File: config.mk
export PLATFORM = sky130hd
export DESIGN_NAME = wildcard_byte_pattern_scanner_core
export DESIGN_NICKNAME = d
export VERILOG_FILES = /design/src/design/wbps_pkg.sv /design/src/design/wildcard_byte_pattern_scanner_core.sv /design/src/design/wbps_fifo.sv /design/src/design/wbps_front.sv /design/src/design/wbps_back.sv
export SDC_FILE = /design/constraint.sdc
export NUM_CORES = 1
export LEC_CHECK = 0
export BUFFER_PORTS_ARGS = -buffer_cell sky130_fd_sc_hd__buf_2
export CORE_MARGIN = 2
export CORE_UTILIZATION = 25
export DETAILED_ROUTE_END_ITERATION = 8
export PLACE_DENSITY = 0.43
export SYNTH_ARGS = -nofsm -noshare
export SYNTH_HDL_FRONTEND = slang
export SYNTH_SLANG_ARGS = --single-unit
File: constraint.sdc
create_clock -name i_clk -period 20.3 [get_ports i_clk]
set_input_delay 3.045 -clock i_clk [delete_from_list [all_inputs] [get_ports i_clk]]
set_output_delay 3.045 -clock i_clk [all_outputs]
set_load 0.02 [all_outputs]
File: src/design/wbps_pkg.sv
// Types and constants shared by the byte pattern scanner modules.
package wbps_pkg;

    localparam int WIN         = 16;
    localparam int PAT_BYTES   = 16;
    localparam int MAX_STRIDE  = 4096;
    localparam int HIT_OUT_W   = 13;
    localparam int ADDR_W      = 64;
    localparam int Q_DEPTH     = 4;
    localparam int Q_AW        = 2;

    typedef enum logic [2:0] {
        CFG_PATTERN_LOW   = 3'd0,
        CFG_PATTERN_HIGH  = 3'd1,
        CFG_WILDCARD_MASK = 3'd2,
        CFG_PATTERN_LEN   = 3'd3,
        CFG_STRIDE        = 3'd4,
        CFG_PROT_FILTER   = 3'd5
    } t_cfg_index;

    typedef struct packed {
        logic [63:0] address;
        logic [7:0]  data_byte;
        logic [7:0]  region_protection;
        logic        region_first;
        logic        scan_last;
    } t_in_item;

    typedef struct packed {
        logic        is_match;
        logic [63:0] match_address;
        logic [12:0] hit_count;
        logic        is_final;
        logic        limit_reached;
    } t_out_item;

    typedef struct packed {
        logic [63:0] pattern_low;
        logic [63:0] pattern_high;
        logic [15:0] wildcard_mask;
        logic [4:0]  pattern_length;
        logic [12:0] stride;
        logic [7:0]  protection_filter;
    } t_cfg;

    // One classified byte on its way from front to back.
    typedef struct packed {
        logic        hit;
        logic [63:0] address;
        logic        last;
    } t_rec;

endpackage

File: src/design/wildcard_byte_pattern_scanner_core.sv
// Wildcard byte pattern scanner: takes one memory byte per cycle, while full is
// low, in address order and reports every place where the configured pattern
// (up to 16 bytes, any byte may be a wildcard) starts at a candidate offset,
// that is region start plus a multiple of the stride, inside a region whose
// protection bits share a bit with the protection filter. A match never
// straddles a region boundary. Each result carries the match start address and
// the running hit count; once the count reaches HIT_LIMIT further matches are
// dropped, and the byte marked scan_last always closes the scan with one final
// result and resets the scan state. The block sustains one byte per clock while
// full is low: the front end shifts the byte into its window and compares the
// whole pattern in parallel in the cycle it is taken, then pushes the classified
// byte into a four-entry queue; the back end takes it from the queue, counts hits
// and loads the result register, which drives the outputs. full rises only when
// the queue fills because results are not being popped. Configuration writes
// take effect on the next edge and must happen while the block is idle.
module wildcard_byte_pattern_scanner_core #(
    parameter int MAX_PATTERN = 16,
    parameter int HIT_LIMIT   = 4096
) (
    input  logic                i_clk,
    input  logic                i_rst_n,
    // byte input
    input  logic                push,
    output logic                full,
    input  wbps_pkg::t_in_item  i_item,
    // result output
    output logic                empty,
    input  logic                pop,
    output wbps_pkg::t_out_item o_result,
    // configuration writes
    input  logic                i_cfg_we,
    input  logic [2:0]          i_cfg_index,
    input  logic [63:0]         i_cfg_data
);

    wbps_pkg::t_cfg r_cfg;

    logic           w_accept;
    wbps_pkg::t_rec w_front_rec;
    wbps_pkg::t_rec w_back_rec;
    logic           w_q_empty;
    logic           w_take;

    // A byte transfers whenever the queue has room.
    assign w_accept = push && !full;

    // Configuration registers; unknown indexes are dropped.
    always_ff @(posedge i_clk) begin
        if (!i_rst_n) begin
            r_cfg.pattern_low       <= 64'd0;
            r_cfg.pattern_high      <= 64'd0;
            r_cfg.wildcard_mask     <= 16'd0;
            r_cfg.pattern_length    <= 5'd1;
            r_cfg.stride            <= 13'd1;
            r_cfg.protection_filter <= 8'hFF;
        end else if (i_cfg_we) begin
            case (i_cfg_index)
                wbps_pkg::CFG_PATTERN_LOW:   r_cfg.pattern_low       <= i_cfg_data;
                wbps_pkg::CFG_PATTERN_HIGH:  r_cfg.pattern_high      <= i_cfg_data;
                wbps_pkg::CFG_WILDCARD_MASK: r_cfg.wildcard_mask     <= i_cfg_data[15:0];
                wbps_pkg::CFG_PATTERN_LEN:   r_cfg.pattern_length    <= i_cfg_data[4:0];
                wbps_pkg::CFG_STRIDE:        r_cfg.stride            <= i_cfg_data[12:0];
                wbps_pkg::CFG_PROT_FILTER:   r_cfg.protection_filter <= i_cfg_data[7:0];
                default: begin
                end
            endcase
        end
    end

    // Front: window, candidate marks, pattern compare.
    wbps_front #(
        .MAX_PATTERN (MAX_PATTERN)
    ) u_front (
        .i_clk    (i_clk),
        .i_rst_n  (i_rst_n),
        .i_cfg    (r_cfg),
        .i_accept (w_accept),
        .i_item   (i_item),
        .o_rec    (w_front_rec)
    );

    // Queue decouples the compare from result delivery.
    wbps_fifo u_fifo (
        .i_clk   (i_clk),
        .i_rst_n (i_rst_n),
        .i_wr    (push),
        .i_wdata (w_front_rec),
        .o_full  (full),
        .i_rd    (w_take),
        .o_rdata (w_back_rec),
        .o_empty (w_q_empty)
    );

    // Back: hit count, limit stop, result register.
    wbps_back #(
        .HIT_LIMIT (HIT_LIMIT)
    ) u_back (
        .i_clk       (i_clk),
        .i_rst_n     (i_rst_n),
        .i_rec_valid (!w_q_empty),
        .i_rec       (w_back_rec),
        .o_rec_take  (w_take),
        .i_pop       (pop),
        .o_empty     (empty),
        .o_result    (o_result)
    );

endmodule

File: src/design/wbps_fifo.sv
// Short queue of classified bytes between the front and back of the scanner.
module wbps_fifo (
    input  logic           i_clk,
    input  logic           i_rst_n,
    input  logic           i_wr,
    input  wbps_pkg::t_rec i_wdata,
    output logic           o_full,
    input  logic           i_rd,
    output wbps_pkg::t_rec o_rdata,
    output logic           o_empty
);

    wbps_pkg::t_rec              r_mem [wbps_pkg::Q_DEPTH];
    logic [wbps_pkg::Q_AW:0]     r_wr_ptr;
    logic [wbps_pkg::Q_AW:0]     r_rd_ptr;

    assign o_empty = (r_wr_ptr == r_rd_ptr);
    assign o_full  = (r_wr_ptr[wbps_pkg::Q_AW] != r_rd_ptr[wbps_pkg::Q_AW]) &&
                     (r_wr_ptr[wbps_pkg::Q_AW-1:0] == r_rd_ptr[wbps_pkg::Q_AW-1:0]);
    assign o_rdata = r_mem[r_rd_ptr[wbps_pkg::Q_AW-1:0]];

    always_ff @(posedge i_clk) begin
        if (!i_rst_n) begin
            r_wr_ptr <= '0;
            r_rd_ptr <= '0;
        end else begin
            if (i_wr && !o_full) begin
                r_wr_ptr <= r_wr_ptr + 1'b1;
            end
            if (i_rd && !o_empty) begin
                r_rd_ptr <= r_rd_ptr + 1'b1;
            end
        end
    end

    always_ff @(posedge i_clk) begin
        if (i_wr && !o_full) begin
            r_mem[r_wr_ptr[wbps_pkg::Q_AW-1:0]] <= i_wdata;
        end
    end

endmodule

File: src/design/wbps_front.sv
// Front end: byte window, candidate marks and the parallel pattern compare.
module wbps_front #(
    parameter int MAX_PATTERN = 16
) (
    input  logic               i_clk,
    input  logic               i_rst_n,
    input  wbps_pkg::t_cfg     i_cfg,
    input  logic               i_accept,
    input  wbps_pkg::t_in_item i_item,
    output wbps_pkg::t_rec     o_rec
);

    localparam int D  = (MAX_PATTERN < wbps_pkg::WIN) ? MAX_PATTERN : wbps_pkg::WIN;
    localparam int LW = $clog2(D + 1);
    localparam int IW = (D > 1) ? $clog2(D) : 1;

    logic [7:0]    r_window [D];
    logic [D-1:0]  r_cand;
    logic [LW-1:0] r_fill;
    logic [11:0]   r_phase;

    logic [7:0]    w_win [D];
    logic [D-1:0]  w_candv;
    logic [7:0]    w_pat [wbps_pkg::PAT_BYTES];
    logic [3:0]    w_k [D];
    logic [LW-1:0] w_len;
    logic [12:0]   w_stride;
    logic [11:0]   w_phase_base;
    logic [12:0]   w_phase_inc;
    logic [11:0]   n_phase;
    logic [LW-1:0] w_fill_base;
    logic [LW-1:0] n_fill;
    logic          w_cand_new;
    logic          w_ok;
    logic          w_hit;

    // Clamp length and stride into their legal ranges.
    always_comb begin
        if (i_cfg.pattern_length == 5'd0) begin
            w_len = LW'(1);
        end else if (i_cfg.pattern_length > 5'(D)) begin
            w_len = LW'(D);
        end else begin
            w_len = LW'(i_cfg.pattern_length);
        end
        if (i_cfg.stride == 13'd0) begin
            w_stride = 13'd1;
        end else if (i_cfg.stride > 13'(wbps_pkg::MAX_STRIDE)) begin
            w_stride = 13'(wbps_pkg::MAX_STRIDE);
        end else begin
            w_stride = i_cfg.stride;
        end
    end

    // Region bookkeeping for the incoming byte.
    always_comb begin
        w_phase_base = i_item.region_first ? 12'd0 : r_phase;
        w_fill_base  = i_item.region_first ? '0 : r_fill;
        w_cand_new   = (w_phase_base == 12'd0) &&
                       ((i_item.region_protection & i_cfg.protection_filter) != 8'd0);
        w_phase_inc  = {1'b0, w_phase_base} + 13'd1;
        n_phase      = (w_phase_inc >= w_stride) ? 12'd0 : w_phase_inc[11:0];
        n_fill       = (w_fill_base < LW'(D)) ? w_fill_base + LW'(1) : w_fill_base;
    end

    // Window after the new byte shifts in; slot 0 holds the newest byte.
    always_comb begin
        w_win[0]   = i_item.data_byte;
        w_candv[0] = w_cand_new;
        for (int j = 1; j < D; j++) begin
            w_win[j]   = r_window[j-1];
            w_candv[j] = r_cand[j-1];
        end
    end

    // Compare every used, non-wildcard pattern byte against its window slot.
    always_comb begin
        for (int k = 0; k < 8; k++) begin
            w_pat[k]     = i_cfg.pattern_low[8*k +: 8];
            w_pat[k + 8] = i_cfg.pattern_high[8*k +: 8];
        end
        w_ok = 1'b1;
        for (int j = 0; j < D; j++) begin
            w_k[j] = 4'(5'(w_len) - 5'(j) - 5'd1);
            if ((5'(j) < 5'(w_len)) && !i_cfg.wildcard_mask[w_k[j]] &&
                (w_win[j] != w_pat[w_k[j]])) begin
                w_ok = 1'b0;
            end
        end
        w_hit = w_ok && (n_fill >= w_len) && w_candv[IW'(w_len - LW'(1))];
    end

    assign o_rec.hit     = w_hit;
    assign o_rec.address = i_item.address - (64'(w_len) - 64'd1);
    assign o_rec.last    = i_item.scan_last;

    always_ff @(posedge i_clk) begin
        if (!i_rst_n) begin
            r_cand  <= '0;
            r_fill  <= '0;
            r_phase <= '0;
        end else if (i_accept) begin
            if (i_item.scan_last) begin
                r_cand  <= '0;
                r_fill  <= '0;
                r_phase <= '0;
            end else begin
                r_cand  <= w_candv;
                r_fill  <= n_fill;
                r_phase <= n_phase;
            end
        end
    end

    // Window bytes are only read inside the fill count, so they need no clear.
    always_ff @(posedge i_clk) begin
        if (i_accept) begin
            for (int j = 0; j < D; j++) begin
                r_window[j] <= w_win[j];
            end
        end
    end

endmodule

File: src/design/wbps_back.sv
// Back end: hit counting, scan stop and the result output register.
module wbps_back #(
    parameter int HIT_LIMIT = 4096
) (
    input  logic                i_clk,
    input  logic                i_rst_n,
    input  logic                i_rec_valid,
    input  wbps_pkg::t_rec      i_rec,
    output logic                o_rec_take,
    input  logic                i_pop,
    output logic                o_empty,
    output wbps_pkg::t_out_item o_result
);

    localparam int CW0 = $clog2(HIT_LIMIT + 1);
    localparam int CW  = (CW0 > wbps_pkg::HIT_OUT_W) ? CW0 : wbps_pkg::HIT_OUT_W;

    logic [CW-1:0]       r_hits;
    logic                r_stopped;
    logic                r_out_valid;
    wbps_pkg::t_out_item r_out;

    logic                w_hit;
    logic [CW-1:0]       n_hits;
    logic                w_lim;
    logic                w_emit;

    assign o_rec_take = i_rec_valid && (!r_out_valid || i_pop);
    assign w_hit      = i_rec.hit && !r_stopped;
    assign n_hits     = w_hit ? r_hits + CW'(1) : r_hits;
    assign w_lim      = (n_hits >= CW'(HIT_LIMIT));
    assign w_emit     = w_hit || i_rec.last;

    assign o_empty  = !r_out_valid;
    assign o_result = r_out;

    always_ff @(posedge i_clk) begin
        if (!i_rst_n) begin
            r_hits      <= '0;
            r_stopped   <= 1'b0;
            r_out_valid <= 1'b0;
        end else begin
            if (o_rec_take) begin
                if (i_rec.last) begin
                    r_hits    <= '0;
                    r_stopped <= 1'b0;
                end else begin
                    r_hits    <= n_hits;
                    r_stopped <= r_stopped || w_lim;
                end
            end
            if (o_rec_take && w_emit) begin
                r_out_valid <= 1'b1;
            end else if (i_pop) begin
                r_out_valid <= 1'b0;
            end
        end
    end

    always_ff @(posedge i_clk) begin
        if (o_rec_take && w_emit) begin
            r_out.is_match      <= w_hit;
            r_out.match_address <= w_hit ? i_rec.address : 64'd0;
            r_out.hit_count     <= n_hits[wbps_pkg::HIT_OUT_W-1:0];
            r_out.is_final      <= i_rec.last;
            r_out.limit_reached <= w_lim;
        end
    end

endmodule

==> impl_metrics.toml <==
[setup_path]
slack_of_the_worst_reg_to_reg_path_ns = 13.46
rr_endpoint = "u_fifo.r_mem[3][59]"
setup.worst_path.end_class = "register"
cp-endpoint = "u_fifo.r_mem[3][59]"
timing.critical_path.fanout_max = 59
rr_worst_depth = 17
worst_setup_path_startpoint = "r_cfg[25]"
cp.required_ns = 20.70
critPathKind = "reg -> reg"
r2r_path_start = "r_cfg[25]"
worst_setup_path_start_kind = "register"
worst_ep_arrival_time_ns = 7.23

[yosys]
synth_cells = 3156
synthArstFlopShare = 0
yosys-top-cells-area = "sky130_fd_sc_hd__edfxtp_1 36%, sky130_fd_sc_hd__mux4_2 14%, sky130_fd_sc_hd__dfxtp_1 12%"
synth_fp_nets = 3409
post_synth_xor_area_fraction = 0.0503
synth.area.mux_share = 0.221
synth_largest_type_area_fraction = 0.358
synth-edff-count = 463
netlist_area_um2 = 38900
yosys_most_used_dff = "sky130_fd_sc_hd__edfxtp_1"
syn_avg_cell_area_um2 = 12.3
yosys_warnings = 0
dominant_combinational_cell_family_by_area_after_synthesis = "multiplexers"
synthesized_area_fraction_occupied_by_and_or_nand_nor_cells = 0.107
post-synth-top-area-cell = "sky130_fd_sc_hd__edfxtp_1"
number_of_storage_elements_in_the_synthesis_netlist = 688
ys_types = 80
synth_fa_ha_area_frac = 0.0321
synth_compound_area_frac = 0.0886
synth_seq_area_share = 0.474

[power_and_ir_drop]
ir_worst_vdd_mv = 0.0755
post-layout-total-power_mw = 4.32
power_density_nw_per_um2 = 96.4
power.leakage_nw = 16.1

[placed_design]
finalWeightedCongestion = 0.853
dp_hpwl_um = 91000
pre_cts_ws_ns = 13.19
placement.io_buffers = 235

[cts]
tritoncts.num_buffers = 83
cts_tree = "yes"
htree_levels = 3
holdBufCountCts = 0
clock_insertion_delay_worst_skew_ns = 0.71
cts_root_buffer = "sky130_fd_sc_hd__clkbuf_16"
cts.path.max_buffers = 3
cts.clk_slew.worst_paths_ns = 0.07
cts_resized = 0
cts_setup_buffers = 0
clock_sink_count = 688

[sta]
final.setup_skew_ns = 0.0469
hold_slack_ns = 0.462
worst-slew-pin-transition_ns = 1.13
setup_ws_ns = 13.46
maxSlewViolCount = 0
final_setup_violating_endpoints = 0
period_needed_ns = 6.84
final.period_utilization = 0.337
max_clk_rate_mhz = 146
max_slew_margin = 0.243
timing.final.hold_violations = 0
unrepaired_setup_endpoints_after_global_routing = "false"
fin_setup_tns_ns = 0

[finish]
total_nets_final = 3570
drive_above_1_share = 0.205
area_delta_synth_final_pct = 15.4
fill_cell_total_of_the_finished_layout = 15978
diodes = 0
mostFrequentLayoutCells = "463 x sky130_fd_sc_hd__edfxtp_1, 425 x sky130_fd_sc_hd__nand2_1, 270 x sky130_fd_sc_hd__mux2i_1"
layout_commonest_cell = "sky130_fd_sc_hd__edfxtp_1"

[route]
avgRoutedWirePerCell_um = 23.4
post_drt_via_cell_ratio = 4.87
initialDrtViolationCount = 1944
drc = 0
detail_route.first_pass.iterations = 5
finalWirelength_um = 127000
dr_total_vias = 26396
route.antenna.remaining_nets = 0

[die]
die_w_um = 398
num_rows = 144
die-height_um = 398
die_area_um2 = 159000
core-area_um2 = 154000
design.portCount = 236
initial_utilization = 0.252

[global_route]
grt_start_max_net_pins = 111
grt_pass1_wl_um = 183000
overflow = 0
grt.total_usage = 0.157
first_global_vias = 25811
grt_antenna_before_repair = 4

[status]
outcome = "finished clean"

[min_path]
type_of_the_worst_min_delay_path = "reg -> reg"

[flow_run]
max_cap_violations = 0
[cell families after synthesis]
family,count (synthesis)
xor gates and xnor gates,220
adders and majority gates,99
AOI/OAI and AO/OA,502
DFF,688
and+or+nand+nor,866
muxes,542
buffers and inverters,239
[routing by layer]
metal | track usage | vias to the layer above | routed length (um)
met5 | 0.00393 | - | 110
met4 | 0.0414 | 6 | 3250
met3 | 0.0314 | 146 | 6720
met2 | 0.248 | 697 | 58100
met1 | 0.218 | 13308 | 58800
li1 | - | 12239 | -
[cell usage after synthesis (all sizes together), types with 18 or more instances]
cell and count:
and3 45, nand2b 21, inv 40, nor2 69, nand4 52, clkbuf 135
mux4 250, edfxtp 463, buf 62, a21boi 159, and2 78, mux2 22
xor2 91, xnor2 129, o21ai 50, ha 98, a21oi 117, nand3 42
nand2 426, mux2i 270, nor3 18, a21o 50, dfxtp 225, nor2b 74
[worst min-delay path by stage]
stage | startpoint | endpoint | slack (ns) | cells past startpoint
global placement | u_back.r_stopped | u_back.r_stopped | 0.44 | 2
CTS | u_front.r_window[0][3] | u_front.r_window[1][3] | 0.44 | 0
detailed placement | u_back.r_stopped | u_back.r_stopped | 0.45 | 2
global route | u_front.r_window[0][3] | u_front.r_window[1][3] | 0.46 | 0
floorplan | u_back.r_stopped | u_back.r_stopped | 0.43 | 2
finish | u_front.r_window[0][3] | u_front.r_window[1][3] | 0.46 | 0
[state kept, by name, summed over array words and instances, names as in the netlist, 5 cells and up, named ones only]
signal	flops
u_front.r_cand	15
u_front.r_fill	5
r_cfg	170
u_front.r_window	120
u_back.o_result	79
u_back.r_hits	13
u_fifo.r_mem	264
u_front.r_phase	12
[cell type report]
cell class	instances	area [um^2]	area share
Inverter	42	166	0.00371
Clock buffer	114	2330	0.0519
Sequential cell	688	18400	0.411
Multi-Input combinational cell	2229	19500	0.435
Clock inverter	35	402	0.00896
Tap cell	2044	2560	0.0571
Timing Repair Buffer	273	1460	0.0327
[critical path, cell delays in order (launching register included)]
cell                       delay, ns
sky130_fd_sc_hd__dfxtp_1        0.54
sky130_fd_sc_hd__clkinv_1       0.52
sky130_fd_sc_hd__o21ai_4        0.25
sky130_fd_sc_hd__buf_4          0.55
sky130_fd_sc_hd__inv_4          0.43
sky130_fd_sc_hd__nand2_1        0.18
sky130_fd_sc_hd__nand4_1        0.12
sky130_fd_sc_hd__buf_4          0.37
sky130_fd_sc_hd__ha_1           0.50
sky130_fd_sc_hd__a21oi_1        0.21
sky130_fd_sc_hd__o21ai_0        0.16
sky130_fd_sc_hd__a311oi_1       0.38
sky130_fd_sc_hd__a211oi_1       0.17
sky130_fd_sc_hd__o21a_1         0.29
sky130_fd_sc_hd__a311oi_1       0.58
sky130_fd_sc_hd__o21a_1         0.38
sky130_fd_sc_hd__o21ai_1        0.18
sky130_fd_sc_hd__a311oi_1       0.63
[where the power goes]
| group | total (mW) | switching, mW | internal, mW | leakage [nW] |
|---|---|---|---|---|
| sequential | 1.85 | 0.0962 | 1.75 | 6.19 |
| combinational | 0.961 | 0.606 | 0.354 | 8.59 |
| clock | 1.51 | 0.642 | 0.872 | 1.32 |
| total | 4.32 | 1.34 | 2.98 | 16.1 |
[per-stage QoR]
step	std cells	instance area (um^2)	utilization
2_1_floorplan	3156	38900	-
3_3_place_gp	5276	42100	0.273
3_5_place_dp	5276	42100	0.273
4_1_cts	5425	44800	0.291
5_1_grt	5425	44800	0.291
6_report	5425	44800	0.291
Power figures use the tool's default switching activity.
